[src/rtl/core/xie_pkg.sv]
`timescale 1ns / 1ps

package xie_pkg;

    // Operand kinds
    localparam logic [1:0] KIND_REG = 2'd0;
    localparam logic [1:0] KIND_IMM = 2'd1;
    localparam logic [1:0] KIND_MEM = 2'd2;

    // Operation codes
    localparam logic [4:0] FN_MOVQ  = 5'd0;
    localparam logic [4:0] FN_ADDQ  = 5'd1;
    localparam logic [4:0] FN_SUBQ  = 5'd2;
    localparam logic [4:0] FN_CMPQ  = 5'd3;
    localparam logic [4:0] FN_IDIVQ = 5'd4;
    localparam logic [4:0] FN_NEGQ  = 5'd5;
    localparam logic [4:0] FN_IMULQ = 5'd6;
    localparam logic [4:0] FN_PUSHQ = 5'd7;
    localparam logic [4:0] FN_POPQ  = 5'd8;
    localparam logic [4:0] FN_JE    = 5'd9;
    localparam logic [4:0] FN_JNE   = 5'd10;
    localparam logic [4:0] FN_JL    = 5'd11;
    localparam logic [4:0] FN_JG    = 5'd12;
    localparam logic [4:0] FN_JLE   = 5'd13;
    localparam logic [4:0] FN_JGE   = 5'd14;
    localparam logic [4:0] FN_JMP   = 5'd15;
    localparam logic [4:0] FN_CALL  = 5'd16;
    localparam logic [4:0] FN_CQO   = 5'd17;
    localparam logic [4:0] FN_RET   = 5'd18;

    // Opcode bytes
    localparam logic [7:0] OP_REX       = 8'h40;
    localparam logic [7:0] OP_REX_W     = 8'h48;
    localparam logic [7:0] OP_REX_B     = 8'h41;
    localparam logic [7:0] OP_MOV_STORE = 8'h89;
    localparam logic [7:0] OP_MOV_LOAD  = 8'h8B;
    localparam logic [7:0] OP_ADD_STORE = 8'h01;
    localparam logic [7:0] OP_ADD_LOAD  = 8'h03;
    localparam logic [7:0] OP_SUB_STORE = 8'h29;
    localparam logic [7:0] OP_SUB_LOAD  = 8'h2B;
    localparam logic [7:0] OP_CMP_STORE = 8'h39;
    localparam logic [7:0] OP_CMP_LOAD  = 8'h3B;
    localparam logic [7:0] OP_MOV_IMM   = 8'hC7;
    localparam logic [7:0] OP_ALU_IMM8  = 8'h83;
    localparam logic [7:0] OP_ALU_IMM32 = 8'h81;
    localparam logic [7:0] OP_GRP3      = 8'hF7;
    localparam logic [7:0] OP_PUSH      = 8'h50;
    localparam logic [7:0] OP_POP       = 8'h58;
    localparam logic [7:0] OP_CQO       = 8'h99;
    localparam logic [7:0] OP_RET       = 8'hC3;

    // ModR/M mod field
    localparam logic [1:0] MOD_D8  = 2'd1;
    localparam logic [1:0] MOD_D32 = 2'd2;
    localparam logic [1:0] MOD_REG = 2'd3;

    // Opcode extensions
    localparam logic [2:0] EXT_ADD  = 3'd0;
    localparam logic [2:0] EXT_SUB  = 3'd5;
    localparam logic [2:0] EXT_CMP  = 3'd7;
    localparam logic [2:0] EXT_NEG  = 3'd3;
    localparam logic [2:0] EXT_IMUL = 3'd5;
    localparam logic [2:0] EXT_IDIV = 3'd7;

    localparam int MAX_BYTES = 11;

    typedef logic [3:0] t_byte_idx;
    typedef logic [7:0] t_code [MAX_BYTES];

    function automatic logic fits8(input logic [31:0] v);
        fits8 = (v[31:7] == '0) || (v[31:7] == '1);
    endfunction

    function automatic logic [7:0] rex_of(input logic [3:0] r, input logic [3:0] b);
        rex_of = OP_REX_W | {5'd0, r[3], 1'b0, b[3]};
    endfunction

    function automatic logic [7:0] modrm_of(input logic [1:0] md, input logic [2:0] r,
                                            input logic [2:0] b);
        modrm_of = {md, r, b};
    endfunction

    function automatic logic [7:0] jump_op(input logic [4:0] fn);
        case (fn)
            FN_JE:   jump_op = 8'h74;
            FN_JNE:  jump_op = 8'h75;
            FN_JL:   jump_op = 8'h7C;
            FN_JG:   jump_op = 8'h7F;
            FN_JLE:  jump_op = 8'h7E;
            FN_JGE:  jump_op = 8'h7D;
            FN_JMP:  jump_op = 8'hEB;
            FN_CALL: jump_op = 8'hE8;
            default: jump_op = 8'h00;
        endcase
    endfunction

endpackage

[src/rtl/core/x86_64_instruction_encoder.sv]
`timescale 1ns / 1ps
// Flow: a taken request waits in the input register, then is encoded into the byte buffer,
// which loads only when empty or as its final byte leaves; the buffer drives the output.
// Output: one code byte per cycle while i_stall is low; an instruction is 1 to 11 bytes,
// streamed through the single byte-wide output port.
// Reset: synchronous, active low; clears both stage valids and the byte index.
module x86_64_instruction_encoder
    import xie_pkg::*;
(
    input  logic               i_clk,
    input  logic               i_rst_n,
    input  logic               i_valid,
    output logic               o_stall,
    input  logic [4:0]         i_func,
    input  logic [1:0]         i_src_kind,
    input  logic [1:0]         i_dest_kind,
    input  logic [3:0]         i_src_reg,
    input  logic [3:0]         i_dest_reg,
    input  logic signed [31:0] i_immediate,
    input  logic signed [31:0] i_displacement,
    output logic               o_valid,
    input  logic               i_stall,
    output logic [7:0]         o_code_byte,
    output logic               o_last_byte,
    output logic               o_unsupported
);

    // Input register: one request waiting to be encoded.
    logic        r_in_valid;
    logic [4:0]  r_func;
    logic [1:0]  r_sk;
    logic [1:0]  r_dk;
    logic [3:0]  r_sr;
    logic [3:0]  r_dr;
    logic [31:0] r_imm;
    logic [31:0] r_disp;

    // Byte buffer: the encoded instruction being streamed out.
    logic      r_buf_valid;
    t_code     r_code;
    t_byte_idx r_idx;
    t_byte_idx r_last_idx;
    logic      r_unsup;

    // Encoder outputs
    t_code     n_code;
    t_byte_idx n_last_idx;
    logic      n_unsup;

    logic in_take;
    logic out_take;
    logic out_done;
    logic ld_buf;

    // Encoder working signals
    logic [7:0] hd [3];
    logic [2:0] hlen;
    logic [2:0] dlen;
    logic [2:0] ilen;
    logic       ok;
    logic [1:0] f;
    logic       is_mov;
    logic       short_imm;
    logic       disp8;
    logic [7:0] imm_op;
    logic [7:0] store_op;
    logic [7:0] load_op;
    logic [2:0] ext;
    logic [1:0] mem_mod;
    logic [2:0] mem_dlen;
    logic [2:0] imm_len;
    logic [3:0] off;
    logic [3:0] ioff;
    logic [3:0] tot;

    // The output side reads straight from the buffer; the index holds while stalled,
    // so the payload stays put.
    assign o_valid       = r_buf_valid;
    assign o_code_byte   = r_code[r_idx];
    assign o_last_byte   = (r_idx == r_last_idx);
    assign o_unsupported = r_unsup;

    assign out_take = r_buf_valid && !i_stall;
    assign out_done = out_take && o_last_byte;
    // Refill the buffer when it is empty or its final byte leaves this cycle.
    assign ld_buf   = r_in_valid && (!r_buf_valid || out_done);
    assign o_stall  = r_in_valid && !ld_buf;
    assign in_take  = i_valid && !o_stall;

    // Encode: a head of up to three bytes (REX, opcode, ModR/M), then displacement, then immediate.
    always_comb begin
        f         = r_func[1:0];
        is_mov    = (f == FN_MOVQ[1:0]);
        short_imm = !is_mov && fits8(r_imm);
        disp8     = fits8(r_disp);
        mem_mod   = disp8 ? MOD_D8 : MOD_D32;
        mem_dlen  = disp8 ? 3'd1 : 3'd4;
        imm_len   = short_imm ? 3'd1 : 3'd4;
        imm_op    = is_mov ? OP_MOV_IMM : (short_imm ? OP_ALU_IMM8 : OP_ALU_IMM32);

        case (f)
            FN_MOVQ[1:0]: begin
                store_op = OP_MOV_STORE;
                load_op  = OP_MOV_LOAD;
                ext      = EXT_ADD;
            end
            FN_ADDQ[1:0]: begin
                store_op = OP_ADD_STORE;
                load_op  = OP_ADD_LOAD;
                ext      = EXT_ADD;
            end
            FN_SUBQ[1:0]: begin
                store_op = OP_SUB_STORE;
                load_op  = OP_SUB_LOAD;
                ext      = EXT_SUB;
            end
            default: begin
                store_op = OP_CMP_STORE;
                load_op  = OP_CMP_LOAD;
                ext      = EXT_CMP;
            end
        endcase

        ok    = 1'b1;
        hlen  = 3'd3;
        dlen  = 3'd0;
        ilen  = 3'd0;
        hd[0] = 8'h00;
        hd[1] = 8'h00;
        hd[2] = 8'h00;

        if (r_func <= FN_CMPQ) begin
            if (r_sk == KIND_REG && r_dk == KIND_REG) begin
                hd[0] = rex_of(r_sr, r_dr);
                hd[1] = store_op;
                hd[2] = modrm_of(MOD_REG, r_sr[2:0], r_dr[2:0]);
            end else if (r_sk == KIND_IMM && r_dk == KIND_REG) begin
                hd[0] = rex_of(4'd0, r_dr);
                hd[1] = imm_op;
                hd[2] = modrm_of(MOD_REG, ext, r_dr[2:0]);
                ilen  = imm_len;
            end else if (f == FN_CMPQ[1:0]) begin
                // compare has only the two register-destination forms
                ok = 1'b0;
            end else if (r_sk == KIND_IMM && r_dk == KIND_MEM) begin
                hd[0] = rex_of(4'd0, r_dr);
                hd[1] = imm_op;
                hd[2] = modrm_of(mem_mod, ext, r_dr[2:0]);
                dlen  = mem_dlen;
                ilen  = imm_len;
            end else if (r_sk == KIND_REG && r_dk == KIND_MEM) begin
                hd[0] = rex_of(r_sr, r_dr);
                hd[1] = store_op;
                hd[2] = modrm_of(mem_mod, r_sr[2:0], r_dr[2:0]);
                dlen  = mem_dlen;
            end else if (r_sk == KIND_MEM && r_dk == KIND_REG) begin
                hd[0] = rex_of(r_dr, r_sr);
                hd[1] = load_op;
                hd[2] = modrm_of(mem_mod, r_dr[2:0], r_sr[2:0]);
                dlen  = mem_dlen;
            end else begin
                ok = 1'b0;
            end
        end else if (r_func <= FN_IMULQ) begin
            hd[0] = rex_of(4'd0, r_sr);
            hd[1] = OP_GRP3;
            if (r_func == FN_IDIVQ) begin
                hd[2] = modrm_of(MOD_REG, EXT_IDIV, r_sr[2:0]);
            end else if (r_func == FN_NEGQ) begin
                hd[2] = modrm_of(MOD_REG, EXT_NEG, r_sr[2:0]);
            end else begin
                hd[2] = modrm_of(MOD_REG, EXT_IMUL, r_sr[2:0]);
            end
            ok = (r_sk == KIND_REG);
        end else if (r_func <= FN_POPQ) begin
            ok = (r_sk == KIND_REG);
            if (r_sr[3]) begin
                hd[0] = OP_REX_B;
                hd[1] = ((r_func == FN_PUSHQ) ? OP_PUSH : OP_POP) | {5'd0, r_sr[2:0]};
                hlen  = 3'd2;
            end else begin
                hd[0] = ((r_func == FN_PUSHQ) ? OP_PUSH : OP_POP) | {5'd0, r_sr[2:0]};
                hlen  = 3'd1;
            end
        end else if (r_func <= FN_CALL) begin
            hd[0] = jump_op(r_func);
            hlen  = 3'd1;
        end else if (r_func == FN_CQO) begin
            hd[0] = OP_REX_W;
            hd[1] = OP_CQO;
            hlen  = 3'd2;
        end else if (r_func == FN_RET) begin
            hd[0] = OP_RET;
            hlen  = 3'd1;
        end else begin
            ok = 1'b0;
        end

        // Place each output byte independently: head, then displacement, then immediate.
        off  = 4'd0;
        ioff = 4'd0;
        for (int p = 0; p < MAX_BYTES; p++) begin
            off = 4'(p) - 4'd3;
            ioff = off - {1'b0, dlen};
            if (p < 3) begin
                n_code[p] = hd[p];
            end else if (off < {1'b0, dlen}) begin
                n_code[p] = r_disp[{off[1:0], 3'b000} +: 8];
            end else begin
                n_code[p] = r_imm[{ioff[1:0], 3'b000} +: 8];
            end
        end

        tot = {1'b0, hlen} + {1'b0, dlen} + {1'b0, ilen};
        if (ok) begin
            n_last_idx = tot - 4'd1;
            n_unsup    = 1'b0;
        end else begin
            // one flagged zero byte
            n_code[0]  = 8'h00;
            n_last_idx = 4'd0;
            n_unsup    = 1'b1;
        end
    end

    // Control state
    always_ff @(posedge i_clk) begin
        if (!i_rst_n) begin
            r_in_valid  <= 1'b0;
            r_buf_valid <= 1'b0;
            r_idx       <= '0;
        end else begin
            if (in_take) begin
                r_in_valid <= 1'b1;
            end else if (ld_buf) begin
                r_in_valid <= 1'b0;
            end

            if (ld_buf) begin
                r_buf_valid <= 1'b1;
                r_idx       <= '0;
            end else if (out_done) begin
                r_buf_valid <= 1'b0;
            end else if (out_take) begin
                r_idx <= r_idx + 4'd1;
            end
        end
    end

    // Payload: capture the request, load the encoded bytes.
    always_ff @(posedge i_clk) begin
        if (in_take) begin
            r_func <= i_func;
            r_sk   <= i_src_kind;
            r_dk   <= i_dest_kind;
            r_sr   <= i_src_reg;
            r_dr   <= i_dest_reg;
            r_imm  <= i_immediate;
            r_disp <= i_displacement;
        end
        if (ld_buf) begin
            r_code     <= n_code;
            r_last_idx <= n_last_idx;
            r_unsup    <= n_unsup;
        end
    end

    // A freshly loaded instruction always starts streaming at its first byte.
    a_load_starts_at_zero: assert property (@(posedge i_clk) disable iff (!i_rst_n)
        ld_buf |=> (r_buf_valid && r_idx == 4'd0))
        else $error("buffer load did not restart the byte index");

    // The byte index never runs past the final byte.
    a_idx_in_range: assert property (@(posedge i_clk) disable iff (!i_rst_n)
        r_buf_valid |-> (r_idx <= r_last_idx))
        else $error("byte index beyond final byte");

    // A rejected instruction is a single flagged byte.
    a_unsup_single: assert property (@(posedge i_clk) disable iff (!i_rst_n)
        (o_valid && o_unsupported) |-> (o_last_byte && o_code_byte == 8'h00))
        else $error("unsupported instruction not a single zero byte");

    // The input register only waits while the buffer is still streaming.
    a_stall_only_busy: assert property (@(posedge i_clk) disable iff (!i_rst_n)
        o_stall |-> (r_buf_valid && !out_done))
        else $error("input stalled with buffer free");

endmodule
[config.mk]
export PLATFORM = sky130hd
export DESIGN_NAME = x86_64_instruction_encoder
export DESIGN_NICKNAME = d
export VERILOG_FILES = /design/src/rtl/core/xie_pkg.sv /design/src/rtl/core/x86_64_instruction_encoder.sv
export SDC_FILE = /design/constraint.sdc
export NUM_CORES = 1
export LEC_CHECK = 0
export ABC_AREA = 1
export BUFFER_PORTS_ARGS = -buffer_cell sky130_fd_sc_hd__buf_2
export CORE_UTILIZATION = 35
export DETAILED_ROUTE_END_ITERATION = 16
export MAX_ROUTING_LAYER = met4
export PLACE_DENSITY = 0.62
export RECOVER_POWER = 100
export SYNTH_ARGS = -nofsm -noshare
export SYNTH_HDL_FRONTEND = slang
export SYNTH_SLANG_ARGS = --single-unit
[constraint.sdc]
create_clock -name i_clk -period 6.5 [get_ports i_clk]
set_input_delay 0.975 -clock i_clk [delete_from_list [all_inputs] [get_ports i_clk]]
set_output_delay 0.975 -clock i_clk [all_outputs]
set_load 0.01 [all_outputs]
# After elaboration in Yosys (flattened, before gate mapping)
# Memory sizes are Yosys's and may differ from the RTL's. A register that Yosys moved wholly into a read port is not among the register bits.
# Index checks and enable logic that the tools add are counted.
# word_totals
regBits	180
output_inout_bits	12
in_bits	85
n_memories	1
mem_bits_ro	256
wordCells	178
# memory_table
name	depth	word_bits	read_ports	rd_clocked_by_memory_dff	wr	line	source
(name not given)	32	8	1	1	0	xie_pkg.sv:84	case (fn)
# op_classes
n_eq_ne	14
n_mux	75
add_sub_neg	12
reduce_logical	29
n_bitwise	4
n_shift	8
magnitude_cmp	12
# op_table
op	n
$shiftx 32x6->8	8
$mux 23	6
$mux 8	16
$mux 3	17
$eq 25x25->1 const B	2
$logic_not 25->1	2
$pmux 8 s3	2
$bmux 8 s4	1
$mux 16	2
$mux 24	1
$mux 7	3
$mux 1	17
$eq 5x3->1 const B	3
$mux 2	6
$logic_and 1x1->1	11
$eq 5x5->1 const B	2
$lt 3x3->1 const A	3
$eq 2x2->1 const B	4
$sub 1x2->2 const A	4
$sub 2x2->2 const A	4
$or 7x3->7	1
$logic_not 2->1	3
$lt 1x3->1 const A	2
$lt 2x3->1 const A	2
other kinds (22)	32

# Longest topological paths before layout
# Gate-level depths: netlist of the first run.
# logic_depth
ltp_word	13
mapped_depth	17
depth_no_buf	16

# Worst setup path before layout of the first run
# No wires, ideal clock.
# synth_timing
path_kind	input port to flip-flop
start	in i_stall
end	reg r_unsup (netlist: o_unsupported) (enable)
setup_slack_ns	0.953
setup_time_ns	0.546
path_stages	3
arrival_ns	5.000
cell_sequence	nand2_1 nand2_1 nor2_1
# synth_between
elab_chain_len	5
# synth_rtl
element	line	source
from (decl)	x86_64_instruction_encoder.sv:22	input logic i_stall,
$logic_not 1->1	x86_64_instruction_encoder.sv:83	assign out_take = r_buf_valid && !i_stall;
$logic_and 1x1->1	x86_64_instruction_encoder.sv:83	
$logic_and 1x1->1	x86_64_instruction_encoder.sv:84	assign out_done = out_take && o_last_byte;
$logic_or 1x1->1	x86_64_instruction_encoder.sv:86	assign ld_buf = r_in_valid && (!r_buf_valid || out_done);
$logic_and 1x1->1	x86_64_instruction_encoder.sv:86	
net ld_buf	x86_64_instruction_encoder.sv:53	logic ld_buf;
to (signal assigned)	x86_64_instruction_encoder.sv:264	r_unsup <= n_unsup;
to (decl)	x86_64_instruction_encoder.sv:43	logic r_unsup;
# The timed path passes the listed nets, and every way through them passes these cells.
# A chain may end at the register's enable or synchronous reset.

# Final worst setup path of the first run
# layout_timing
start	reg r_func[0]
end	reg r_last_idx[2], data pin
# layout_between
elab_chain_len	11
elab_cells_between_ends	38
cone_classes	3 x add/sub; 4 x order compare; 3 x eq/ne; 25 x mux; 3 x reduce/logical
# layout_rtl
element	line	source
from (decl)	x86_64_instruction_encoder.sv:30	logic [4:0] r_func;
from (signal assigned)	x86_64_instruction_encoder.sv:253	r_func <= i_func;
branches (longest 11 deep; another with $le 5x5->1)	-	
to (signal assigned)	x86_64_instruction_encoder.sv:263	r_last_idx <= n_last_idx;
to (decl)	x86_64_instruction_encoder.sv:42	t_byte_idx r_last_idx;
# Several ways; the timed one is not identified.

==> impl.org, run 1 <==
** Status
- The run finished, with violations left.
- Failing checks :: capacitance limit, slew limit

** Floorplan
- Starting density of the core :: ~36%
- From bottom edge to top edge, the die measures ~160 µm.
- The core region is roughly 25000 µm².
- Number of rows in the core area :: 58
- Boundary Pins :: between 90 and 100
- The die covers 26390 µm².
- The die is about 160 µm wide.

** Logic synthesis
- Yosys mapped the design onto 48 distinct sky130hd cell types.
- By area the synthesized netlist is led by sky130_fd_sc_hd__edfxtp_1 58%, sky130_fd_sc_hd__nand2_1 8.2%, sky130_fd_sc_hd__inv_1 4.0%.
- Synthesis-stage register bit count :: 186
- Synthesized-area fraction occupied by adder cells :: 0.9164%
- Of the post-synthesis cell area, the dominant cell type holds ~58%.
- In the synthesized netlist the async set-or-reset flop fraction comes to 0%.
- Summing the areas of all xor and xnor instances in the mapped netlist gives less than 1% of the synthesized area.
- The Yosys step of the flow raised 0 warnings.
- The number of nets handed over by synthesis was slightly below 1k.
- List of most frequent post-synthesis cells :: 198 x sky130_fd_sc_hd__nand2_1, 174 x sky130_fd_sc_hd__edfxtp_1, 95 x sky130_fd_sc_hd__inv_1
- Cell accounting for the most synthesized area :: sky130_fd_sc_hd__edfxtp_1
- By area, the combinational part of the netlist is dominated by simple AND/OR/NAND/NOR gates.
- After synthesis, the share of cell area in mux cells is 0%.
- Instance count of the mapped netlist :: around 900
- Summing every instance area after synthesis gives 9011 µm².
- Post-Synth Simple-Gate Area :: 22.62%
- Post-synthesis compound-gate area fraction :: a little under a tenth
- Primary flip-flop cell chosen by synthesis mapping :: sky130_fd_sc_hd__edfxtp_1
- Counting flops with a built-in enable in the synthesized netlist gives between 150 and 200.
- Library cell with the highest instance count after synthesis :: sky130_fd_sc_hd__nand2_1
- Sequential cells were found to cover between 60% and 70% of the synthesized design area.
- Mean cell area of the mapped netlist :: between 10 and 15 µm²

** Worst setup path
- Required time of the worst setup path :: around 6.7 ns
- Type of the setup path with the least slack :: reg -> reg
- Largest incremental delay on the critical path :: roughly 1.4 ns
- Critical path capture point type :: flop
- Maximum fanout count along the critical path :: 41
- Counting both buffers and inverters, the worst setup path holds a total of 2.
- Most common cell on crit path :: sky130_fd_sc_hd__nand2_1
- The cell family contributing the most delay on the critical path is simple AND/OR/NAND/NOR gates.
- CP max-delay cell :: sky130_fd_sc_hd__nand3_1
- Data on the critical path arrives at its endpoint at around 4.8 ns.
- Walking the worst path, the cells encountered are nand2_1, nand2_1, clkinvlp_2, nand3_1, inv_1, ha_1, fa_1, xnor2_1, nor2_1.
- Type of origin of the critical path :: flop

** CTS
- Number of buffers inserted by hold repair at cts :: 0
- Clock slew at reported path FFs :: approximately 0.08 ns
- Clock tree from TritonCTS :: built
- H-tree levels :: 4
- In this run the deepest clock path goes through 2 buffers.
- Setup Fix Bufs, Post-CTS :: 0
- For this design, the sink count on the clock tree is 186.
- Clk Latency, worst-skew pair :: between 0.4 and 0.5 ns
- Clock tree synthesis selected as its root buffer the cell sky130_fd_sc_hd__clkbuf_16.
- Buffers inserted during clock tree synthesis total 17.
- Post-CTS repair changed the size of 0 cells.

** Drt
- The count of nets left with antenna violations once routing finished came out at 0.
- Across all layers, the routed design uses a little under 7k vias.
- In the final routed layout, each cell accounts on average for 18.30 µm.
- Residual DRC :: 0
- Using the TritonRoute via totals, the vias-per-cell ratio works out to between 5 and 6.
- For this block, the routed nets add up to roughly 24000 µm of wire.
- First-iteration detailed-routing DRC count :: a little over 800
- The first TritonRoute pass finished after 5 iterations.

** Timing
- Accumulated negative setup slack :: 0 ns
- Hold Fails Final Rpt :: 0
- Top achievable clock speed :: 219.1 MHz
- Final max-slew violation count :: between 70 and 80
- RSZ-0062 raised after global routing :: false
- Measured against its own limit, the worst slew margin works out to -37.91%.
- Post-route worst hold slack :: between 0.5 and 0.6 ns
- Between clock sinks in the finished design, the worst skew comes to between 0.015 and 0.02 ns.
- Setup violations remaining at the end of the flow were counted as 0.
- Clock period minus worst slack :: 4.565 ns
- The worst path uses between 70% and 80% of the clock period.
- Pin slew with the least headroom to its limit :: around 2 ns
- Final WS setup :: 1.935 ns

** Cells and area
- Antenna Diode Count :: 0
- Synth-to-layout area growth :: 14.55%
- Once layout is complete, the cells apart from fillers number about 1.3k.
- Ratio of cells with drive above 1 in the final layout :: 13.88%
- Final nets :: 1072

** Global routing
- The initial antenna violation count came to 0.
- Pin count of the biggest net entering global routing :: 68
- The first global-routing pass estimated roughly 36000 µm of wire.
- Global-route usage over all layers :: 19.18%
- The total overflow left after global routing is 0.
- Number of global-route vias before repair :: approximately 6.3k

** Power and ir drop
- Across the VDD grid, the largest voltage drop is approximately 0.18 mV.
- For this design the static power due to leakage is approximately 4 nW.
- Post-layout total power :: about 2.8 mW
- Power density over the cells :: approximately 270 nW/µm²

** Min path
- In this run the worst hold path is classified as reg -> reg.

** Placed design
- Number of instances in the placed design :: ~1.3k
- Detailed Place HPWL :: 18100 µm
- Pre-CTS setup slack :: roughly 3 ns
- Routability-driven placement finished with a final weighted congestion of between 0.8 and 0.9.
- Quantity of I/O buffers inserted on ports :: 96

** Flow run
- Across the run, the number of max-cap violations was 2.
-- registers in the layout (all words and copies together), names as in the netlist, named ones only --
| signal | flops |
|---|---|
| o_unsupported | 1 |
| o_valid | 1 |
| r_code | 88 |
| r_disp | 32 |
| r_dk | 2 |
| r_dr | 4 |
| r_func | 5 |
| r_idx | 4 |
| r_imm | 32 |
| r_in_valid | 1 |
| r_last_idx | 4 |
| r_sk | 2 |
| r_sr | 4 |
-- kinds of logic after synthesis --
| group | after synthesis |
|---|---|
| flops | 186 |
| buf+inv | 138 |
| simple gates | 428 |
| xor+xnor | 2 |
| fa+ha+maj | 6 |
| compound gates | 135 |
-- cell type report --
cell class	count	area, µm²
clock inverters	15	217.7
inverters	106	401.6
well taps	330	412.9
repair buffers	99	478.0
clock buffers	17	425.4
multi-input cells	571	2922
flip-flops and latches	186	5465
fillers	2436	14860
-- routing by layer --
| layer | share of wire, % | up-vias | track usage (%) | routed length, µm |
|---|---|---|---|---|
| li1 | - | 3309 | - | - |
| met1 | 48 | 3225 | 27.79 | 11570 |
| met2 | 45 | 261 | 28.03 | 10930 |
| met3 | 6.1 | 15 | 2.852 | 1471 |
| met4 | 1.1 | 0 | 4.803 | 257 |
| met5 | 0 | - | - | 0 |
-- metrics by stage --
step | util [%] | cell area, µm²
2_1_floorplan | - | 9011
3_3_place_gp | 38.75 | 9758
3_5_place_dp | 38.75 | 9758
4_1_cts | 41.30 | 10400
5_1_grt | 40.99 | 10320
6_report | 40.99 | 10320
-- cell usage in the layout (no fill, tap or decap), types with 3 or more instances in the layout --
cell	count
sky130_fd_sc_hd__nand3b_1	4
sky130_fd_sc_hd__nor3b_1	3
sky130_fd_sc_hd__nand3_1	47
sky130_fd_sc_hd__o22ai_1	3
sky130_fd_sc_hd__inv_8	3
sky130_fd_sc_hd__o21ai_1	3
sky130_fd_sc_hd__a32o_1	8
sky130_fd_sc_hd__inv_1	98
sky130_fd_sc_hd__ha_1	5
sky130_fd_sc_hd__nand2_2	4
sky130_fd_sc_hd__and2_1	4
sky130_fd_sc_hd__a21oi_1	15
sky130_fd_sc_hd__o221ai_1	3
sky130_fd_sc_hd__buf_2	79
sky130_fd_sc_hd__a31oi_1	3
sky130_fd_sc_hd__nor4_1	9
sky130_fd_sc_hd__edfxtp_1	174
sky130_fd_sc_hd__clkbuf_16	17
sky130_fd_sc_hd__nor3_1	6
sky130_fd_sc_hd__dfxtp_1	12
sky130_fd_sc_hd__inv_2	5
sky130_fd_sc_hd__a22oi_1	11
sky130_fd_sc_hd__nand4_1	40
sky130_fd_sc_hd__clkinv_8	7
sky130_fd_sc_hd__and2_0	20
sky130_fd_sc_hd__nor2_1	77
sky130_fd_sc_hd__o211ai_1	13
sky130_fd_sc_hd__o311ai_0	3
sky130_fd_sc_hd__clkbuf_1	18
sky130_fd_sc_hd__nand2_1	202
sky130_fd_sc_hd__o21ai_0	66
-- report_power, final --
group / switching [mW] / total [mW] / internal (mW) / leakage (nW)
clock network: 0.529 / 1.09 / 0.564 / 0.302
registers: 0.0389 / 1.44 / 1.40 / 1.75
logic: 0.179 / 0.257 / 0.0781 / 2.01
total: 0.747 / 2.79 / 2.04 / 4.06
-- final timing paths --
path,end,start,slack [ns],cells after the start
worst max-delay path,r_last_idx[2],r_func[0],1.94,9
worst min register to register,r_code[87],flop,0.51,2
worst max register to register,r_last_idx[2],r_func[0],1.94,9
worst min-delay path,r_code[87],flop,0.51,2
-- worst min-delay path: cells and delay by family, from the launching register on --
family	cells	cell delay, ns
simple gates	2	0.10
flops	1	0.32
No activity file was read; power rests on OpenSTA's default activity.
==> run 2, diff against run 1 <==
clock period = 4.2 ns   (was 6.5 ns; I/O delays follow)
==> run 2 against run 1 <==
  * The run now ends clean
  * Total power increased by 53%
  * Global-route usage down 0.74 points
  * First-iteration DRC count shrank 21%
  * Hold slack got worse by 0.15 ns
  * Combinational power rose by 55%
  * Highest routed layer unchanged
  * Critical path depth is 6 higher
==> impl.org, run 2 (synthesized netlist as in run 1, its figures left out) <==
** CTS
- Count of cells resized by post-cts repair :: 0 (unchanged)
- The clock slew seen by the registers of the worst setup and hold paths is 0.08 ns (about the same).
- Clk Latency, worst-skew pair :: 0.44 ns (was 0.45 ns)
- The number of buffers inserted by post-CTS setup repair was 0 (unchanged).
- The maximum buffer depth of the clock tree came to 2 (unchanged).
- The number of hold buffers added after CTS came to 0 (unchanged).
- The depth of the CTS H-tree is 4 (unchanged).
- The CTS root buffer is sky130_fd_sc_hd__clkbuf_16 (unchanged).
- Clock tree from TritonCTS :: built (unchanged)
- The number of clock sinks was 186 (unchanged).
- The total clock buffers created by CTS was 17 (unchanged).

** Floorplan
- The height of the chip came to 162.5 µm (unchanged).
- Area of the die :: 26390 µm² (unchanged)
- The standard-cell row count is 58 (unchanged).
- The area inside the core boundary came to 25180 µm² (unchanged).
- Die X-Extent :: 162.5 µm (unchanged)
- Starting density of the core :: 35.78% (unchanged)
- The boundary pin count was 97 (unchanged).

** Worst setup path
- The reg-to-reg setup timing slack came to 0.63 ns (was 1.94 ns).
- Series of cell instances along the critical path: nor2_1, clkinv_1, nor2_2, buf_4, inv_1, nor2_8, inv_2, ha_1, inv_1, ha_1, a21oi_1, nand2_1, xor2_1, inv_1, nor2_1 (was nand2_1, nand2_1, clkinvlp_2, nand3_1, inv_1, ha_1, fa_1, xnor2_1, nor2_1).
- Register-to-Register Path Depth :: 15 (was 9)
- Crit path depth :: 15 (was 9)
- The end point of the critical path is r_last_idx[3] (was r_last_idx[2]).
- Most common cell on crit path :: sky130_fd_sc_hd__inv_1 (was sky130_fd_sc_hd__nand2_1)
- The capture instance of the worst register-to-register path was r_last_idx[3] (was r_last_idx[2]).
- Maximum fanout count along the critical path :: 25 (was 41)
- The category of the most critical setup path is reg -> reg (unchanged).
- The longest individual stage delay on the worst path is 0.42 ns (was 1.42 ns).
- The kind of cell adding the most delay to the critical path is buffers and inverters (was simple AND/OR/NAND/NOR gates).
- The start point of the critical path is r_func[4] (was r_func[0]).
- The worst endpoint data arrival time came to 3.75 ns (was 4.75 ns).
- The slowest cell on the critical path is sky130_fd_sc_hd__edfxtp_1 (was sky130_fd_sc_hd__nand3_1).
- The beginning of the worst register-to-register path is r_func[4] (was r_func[0]).
- The required time of the worst setup path was 4.38 ns (was 6.68 ns).
- Type of origin of the critical path :: flop (unchanged)
- Number of buffers and inverters on the critical path :: 6 (was 2)
- Critical path capture point type :: flop (unchanged)

** Timing
- The remaining max-slew budget at the tightest pin was 13.32% (was -37.91%).
- Accumulated negative setup slack :: 0 ns (unchanged)
- The post-route minimum period came to 3.568 ns (was 4.565 ns).
- Worst clock skew on the final layout :: 0.01300 ns (was 0.01833 ns)
- RSZ-0062 raised after global routing :: false (unchanged)
- Final setup violating endpoints :: 0 (unchanged)
- Crit share post-route :: 84.95% (was 70.22%)
- The number of pins exceeding their max-slew limit in the final report is 0 (was 74).
- Top achievable clock speed :: 280.3 MHz (was 219.1 MHz)
- The transition time at the pin with the least slew margin is 1.300 ns (was 2.061 ns).
- The number of failing hold endpoints at the final stage came to 0 (unchanged).

** Cells and area
- Synth-to-layout area growth :: 15.16% (was 14.55%)
- The leading cell type in the layout, fill and taps excluded is sky130_fd_sc_hd__nand2_1 (unchanged).
- Area of the multi-input gates :: 2929 µm² (was 2922 µm²)
- The flip-flop count of the largest register after layout came to 88 (unchanged).
- Top Registers :: r_code (88), r_disp (32), r_imm (32) (unchanged)
- Commonest cells after routing, fill and taps aside: 203 x sky130_fd_sc_hd__nand2_1, 174 x sky130_fd_sc_hd__edfxtp_1, 96 x sky130_fd_sc_hd__inv_1, 81 x sky130_fd_sc_hd__buf_2, 75 x sky130_fd_sc_hd__nor2_1 (was 202 x sky130_fd_sc_hd__nand2_1, 174 x sky130_fd_sc_hd__edfxtp_1, 98 x sky130_fd_sc_hd__inv_1, 79 x sky130_fd_sc_hd__buf_2, 77 x sky130_fd_sc_hd__nor2_1).
- The share of layout cells above drive strength 1 was 14.96% (was 13.88%).
- The register containing the most flip-flops in the final layout is r_code (unchanged).
- The area taken by flip-flops and latches is 5465 µm² (unchanged).
- Final nets :: 1081 (was 1072)
- FILL cells :: 2456 (was 2436)

** Power and ir drop
- Reg power frac :: 52.3% (was 51.6%)
- Reported net switching power :: 1.108 mW (was 0.7465 mW)
- The leakage component of the power was 4.107 nW (was 4.059 nW).
- Power density over the cells :: 410.3 nW/µm² (was 270.3 nW/µm²)
- Post-layout total power :: 4.258 mW (was 2.790 mW)
- The switching part of the total was 26.03% (was 26.76%).
- The combinational cell fraction of total power came to 9.4% (was 9.2%).
- The internal power is 3.150 mW (was 2.043 mW).
- The worst-case vdd ir drop came to 0.2786 mV (was 0.1762 mV).
- The part of the power in the clock network is 38.3% (was 39.2%).

** Drt
- The wire length per cell after detailed routing was 17.32 µm (was 18.30 µm).
- The count of TritonRoute iterations in the first routing pass is 6 (was 5).
- Vias :: 6805 (was 6810)
- The residual DRC count came to 0 (unchanged).
- The starting DRC count in detailed routing is 659 (was 831).
- The total wire length after detailed routing was 23100 µm (was 24230 µm).
- The residual antenna-violating net count after detailed routing is 0 (unchanged).
- Per-cell via count in the routed design :: 5.101 (was 5.144)

** Global routing
- The overall overflow remaining after global route is 0 (unchanged).
- The initial antenna violation count is 1 (was 0).
- The maximum number of pins on one net before global-route repair is 94 (was 68).
- Global-route usage over all layers :: 18.45% (was 19.18%)
- Number of global-route vias before repair :: 6363 (was 6298)
- The first-pass GRT wire length is 35800 µm (was 36090 µm).

** Flow run
- Max-capacitance violation count :: 0 (was 2)

** Placed design
- Quantity of I/O buffers inserted on ports :: 96 (unchanged)
- The last weighted congestion value of the routability-driven placer came to 0.9235 (was 0.8973).
- Detailed Place HPWL :: 17010 µm (was 18100 µm)

** Status
- Result of the run :: completed (was complete, but fails checks)

** Min path
- Min-Delay Path Class :: in -> reg (was reg -> reg)
==> run 2: cell types whose count changed in the layout (fill, tap and decap cells not counted), moves of 2 or more <==
| cell | previous run | this run |
|---|---|---|
| sky130_fd_sc_hd__o21ai_1 | 3 | 1 |
| sky130_fd_sc_hd__inv_8 | 3 | 6 |
| sky130_fd_sc_hd__nor2_1 | 77 | 75 |
| sky130_fd_sc_hd__and2_0 | 20 | 17 |
| sky130_fd_sc_hd__clkinv_4 | 0 | 4 |
| sky130_fd_sc_hd__buf_12 | 0 | 2 |
| sky130_fd_sc_hd__buf_2 | 79 | 81 |
| sky130_fd_sc_hd__inv_2 | 5 | 7 |
| sky130_fd_sc_hd__buf_4 | 2 | 6 |
| sky130_fd_sc_hd__clkinv_8 | 7 | 1 |
| sky130_fd_sc_hd__and2_1 | 4 | 7 |
| sky130_fd_sc_hd__inv_1 | 98 | 96 |
| sky130_fd_sc_hd__o21ai_0 | 66 | 68 |
==> run 2: power groups by stage <==
stage,Combinational (mW),Clock (mW),Sequential [mW]
4_1_cts,0.409,1.65,2.23
3_5_place_dp,0.408,0,2.27
6_report,0.399,1.63,2.23
3_3_place_gp,0.407,0,2.27
2_1_floorplan,0.256,0,2.25
5_1_grt,0.447,1.72,2.24
==> run 2: how the worst min path moves through the flow <==
stage | start | end | slack, ns | cells past startpoint
after global routing | i_displacement[8] | r_disp[8] | 0.35 | 1
final | i_immediate[26] | r_imm[26] | 0.36 | 1
after global placement | flop | r_code[87] | 0.50 | 2
after floorplan | flop | r_code[87] | 0.47 | 2
after detailed placement | flop | r_code[87] | 0.51 | 2
after CTS | i_immediate[26] | r_imm[26] | 0.35 | 1
==> run 2: routing by layer <==
metal  GRT usage [%]  wire [µm]
met1           26.19      11070
met2           27.00      10300
met3           2.903       1323
met4           5.575        397
met5               -          0
==> run 2: metrics by stage <==
step	instance area (µm²)	hold slack, ns	util (%)	instances	setup WS (ns)
finish	10380	0.3575	41.21	1334	0.6321
global route	10380	0.3474	41.21	1334	0.3530
CTS	10460	0.3470	41.55	1333	0.8019
detailed placement	9863	0.5130	39.17	1301	0.8665
global placement	9863	0.5003	39.17	1301	0.9610
floorplan	9014	0.4714	-	895	0.4024
==> run 2: final cells by class <==
class / instances / share of cell area (%)
Sequential cell: 186 / 52.66
Multi-Input combinational cell: 571 / 28.23
Timing Repair Buffer: 108 / 5.450
Clock buffer: 17 / 4.099
Tap cell: 330 / 3.979
Inverter: 106 / 3.882
Clock inverter: 15 / 1.676
Antenna cell: 1 / 0.02411
==> run 3, diff against run 2 <==
clock period = 3.38 ns   (was 4.2 ns; I/O delays follow)
==> run 3 against run 2 <==
  * Register-to-register slack lost 0.28 ns
  * Total power grew 24%
  * Sequential power grew 24%
  * Non-clock buffer count grew 3
  * Flip-flop and latch count is the same
  * Global-route usage grew 0.087 points
  * Worst setup slack lost 0.43 ns
==> impl.org, run 3 (synthesized netlist as in run 1, its figures left out) <==
** Floorplan
- The horizontal die dimension came to 162.5 µm (unchanged).
- Starting density of the core :: 35.78% (unchanged)
- Boundary Pins :: 97 (unchanged)
- Height of the die :: 162.5 µm (unchanged)
- The standard-cell row count came to 58 (unchanged).
- The area of the die was 26390 µm² (unchanged).
- The area inside the core boundary is 25180 µm² (unchanged).

** Timing
- Post-route worst hold slack :: 0.2407 ns (was 0.3575 ns)
- Hold Fails Final Rpt :: 0 (unchanged)
- Final max-slew violation count :: 0 (unchanged)
- Pin slew with the least headroom to its limit :: 1.063 ns (was 1.300 ns)
- Slew HR :: 29.10% (was 13.32%)
- RSZ-0062 raised after global routing: false (unchanged).
- Clock period minus worst slack :: roughly 3.2 ns
- Crit share post-route :: between 90% and 100%
- Final setup violating endpoints :: 0 (unchanged)
- Accumulated negative setup slack :: 0 ns (unchanged)
- For this run, the top clock speed supported by timing is approximately 310 MHz.
- The maximum clock skew at final layout came to 0.009738 ns (was 0.01300 ns).

** Drt
- The residual antenna-violating net count after detailed routing came to 0 (unchanged).
- Residual DRC :: 0 (unchanged)
- Average wire per standard cell :: 17.53 µm (was 17.32 µm)
- The via count normalized by instance count is 5.130 (was 5.101).
- First-iteration detailed-routing DRC count :: 777 (was 659)
- Vias :: 6849 (was 6805)
- The count of TritonRoute iterations in the first routing pass is 5 (was 6).
- The total wire length after detailed routing came to 23410 µm (was 23100 µm).

** Cells and area
- Antenna Diode Count :: 0 (was 1)
- The area taken by flip-flops and latches was 5465 µm² (unchanged).
- Most common library cell in the layout ignoring fill and taps :: sky130_fd_sc_hd__nand2_1 (unchanged)
- Final nets :: 1084 (was 1081)
- The multi-input gate area in the final layout came to 2920 µm² (was 2929 µm²).
- Fin area :: 10370 µm² (was 10380 µm²)
- Top reg by flops :: r_code (unchanged)
- The layout overhead on the synthesized area was 15.04% (was 15.16%).
- Ratio of cells with drive above 1 in the final layout :: 14.43% (was 14.96%)
- Top Registers: r_code (88), r_disp (32), r_imm (32) (unchanged).
- FILL cells :: 2422 (was 2456)
- Commonest cells after routing, fill and taps aside: 201 x sky130_fd_sc_hd__nand2_1, 174 x sky130_fd_sc_hd__edfxtp_1, 100 x sky130_fd_sc_hd__inv_1, 80 x sky130_fd_sc_hd__buf_2, 77 x sky130_fd_sc_hd__nor2_1 (was 203 x sky130_fd_sc_hd__nand2_1, 174 x sky130_fd_sc_hd__edfxtp_1, 96 x sky130_fd_sc_hd__inv_1, 81 x sky130_fd_sc_hd__buf_2, 75 x sky130_fd_sc_hd__nor2_1).
- The flip-flop count of the largest register after layout came to 88 (unchanged).
- The core utilization of the finished layout came to 41.17% (was 41.21%).

** CTS
- Largest buffer count on any clock path :: 2 (unchanged)
- Clock slew at reported path FFs :: 0.07 ns (was 0.08 ns)
- The clock latency at the later pin of the worst-skew pair is 0.44 ns (about the same).
- The number of clock sinks came to 186 (unchanged).
- The number of hold buffers added after CTS was 0 (unchanged).
- The total clock buffers created by CTS came to 17 (unchanged).
- Count of cells resized by post-cts repair :: 0 (unchanged)
- H-tree levels :: 4 (unchanged)
- Clock tree from TritonCTS :: built (unchanged)
- The CTS root buffer is sky130_fd_sc_hd__clkbuf_16 (unchanged).
- The number of buffers inserted by post-CTS setup repair was 0 (unchanged).

** Worst setup path
- The sum of buffers and inverters on the critical path was 3 (was 6).
- The longest individual stage delay on the worst path was 0.47 ns (was 0.42 ns).
- Crit path depth :: 7 (was 15)
- Type of origin of the critical path :: flop (unchanged)
- Cell family with the largest share of critical-path delay :: buffers and inverters (unchanged)
- The type of destination of the critical path is a primary output (was flop).
- Worst endpoint data arrival time :: 2.67 ns (was 3.75 ns)
- CP max-delay cell :: sky130_fd_sc_hd__inv_1 (was sky130_fd_sc_hd__edfxtp_1)
- Type of the setup path with the least slack :: reg -> out (was reg -> reg)
- Required time of the worst setup path :: 2.87 ns (was 4.38 ns)
- Series of cell instances along the critical path :: clkbuf_4, nand2_1, inv_1, a22oi_1, o211ai_1, a32o_1, clkbuf_1 (was nor2_1, clkinv_1, nor2_2, buf_4, inv_1, nor2_8, inv_2, ha_1, inv_1, ha_1, a21oi_1, nand2_1, xor2_1, inv_1, nor2_1)
- The reg-to-reg setup timing slack was 0.35 ns (was 0.63 ns).
- The worst reg2reg path depth came to 10 (was 15).
- The peak fanout along the critical path was 28 (was 25).

** Min path
- The worst min-delay path class is in -> reg (unchanged).
- The number of cells on the worst hold path is 1 (unchanged).

** Placed design
- Detailed Place HPWL :: 17330 µm (was 17010 µm)
- The count of buffers inserted at the top-level ports was 96 (unchanged).
- DP Area :: 9873 µm² (was 9863 µm²)
- Placer Congestion :: 0.9039 (was 0.9235)

** Flow run
- The number of maximum-capacitance violations came to 0 (unchanged).

** Status
- Result of the run :: completed (unchanged)

** Global routing
- Initial antenna violation count :: 0 (was 1)
- The first-pass GRT wire length is 35660 µm (was 35800 µm).
- GRT Residual Overflow :: 0 (unchanged)
- Pin count of the biggest net entering global routing :: 94 (unchanged)
- Number of global-route vias before repair :: 6324 (was 6363)
- The overall track demand over capacity in global routing was 18.53% (was 18.45%).

** Power and ir drop
- Maximum vdd ir drop :: 0.3539 mV (was 0.2786 mV)
- Leak :: 4.113 nW (was 4.107 nW)
- Power density over the cells :: 508.4 nW/µm² (was 410.3 nW/µm²)
run 3: changes by cell type in the layout (fill, tap and decap cells not counted), moves of 2 or more:
cell,previous run,this run
sky130_fd_sc_hd__nand2_1,203,201
sky130_fd_sc_hd__and2_1,7,5
sky130_fd_sc_hd__and2_0,17,19
sky130_fd_sc_hd__clkbuf_2,0,2
sky130_fd_sc_hd__inv_1,96,100
sky130_fd_sc_hd__clkinv_4,4,2
sky130_fd_sc_hd__buf_4,6,8
sky130_fd_sc_hd__nor2_1,75,77
sky130_fd_sc_hd__inv_8,6,3
sky130_fd_sc_hd__inv_2,7,3
sky130_fd_sc_hd__inv_6,2,4
run 3: where the power goes:
part,switching [mW],leakage (nW),internal [mW]
combinational,0.346,2.08,0.157
clock,0.894,0.288,1.11
sequential,0.0701,1.75,2.69
total,1.31,4.11,3.96
run 3: final timing paths:
check / start / to
hold / removal: i_displacement[19] / r_disp[19]
setup reg to reg: r_func[0] / r_last_idx[2]
hold reg to reg: flop / r_code[87]
setup / recovery: r_idx[0] / o_code_byte[2]
run 3: metrics by stage:
stage / total power [mW] / setup WS, ns / instances
2_1_floorplan: 3.111 / 0.3284 / 895
3_3_place_gp: 3.324 / 0.5768 / 1304
3_5_place_dp: 3.328 / 0.5348 / 1304
4_1_cts: 5.321 / 0.2535 / 1335
5_1_grt: 5.448 / 0.05788 / 1335
6_report: 5.270 / 0.1995 / 1335
run 3: layer usage:
metal  vias to the layer above  wire length, µm  global-route usage (%)
li1                       3321                -                       -
met1                      3202            10760                   26.22
met2                       299            10460                   27.00
met4                         0              418                   5.403
met3                        27             1769                   3.387
met5                         -                0                       -
run 3: layout make-up:
type / count / share of cell area, %
Sequential cell: 186 / 52.72
Multi-Input combinational cell: 571 / 28.17
Timing Repair Buffer: 111 / 5.564
Clock buffer: 18 / 4.140
Tap cell: 330 / 3.983
Inverter: 106 / 3.887
Clock inverter: 13 / 1.533
run 3: worst register-to-register path: cells and delay by family (launching register included):
family | cells | cell delay, ns
and+or+nand+nor | 4 | 0.88
DFF | 1 | 0.52
adders and majority gates | 2 | 0.61
xor gates and xnor gates | 1 | 0.29
buffers and inverters | 3 | 0.48
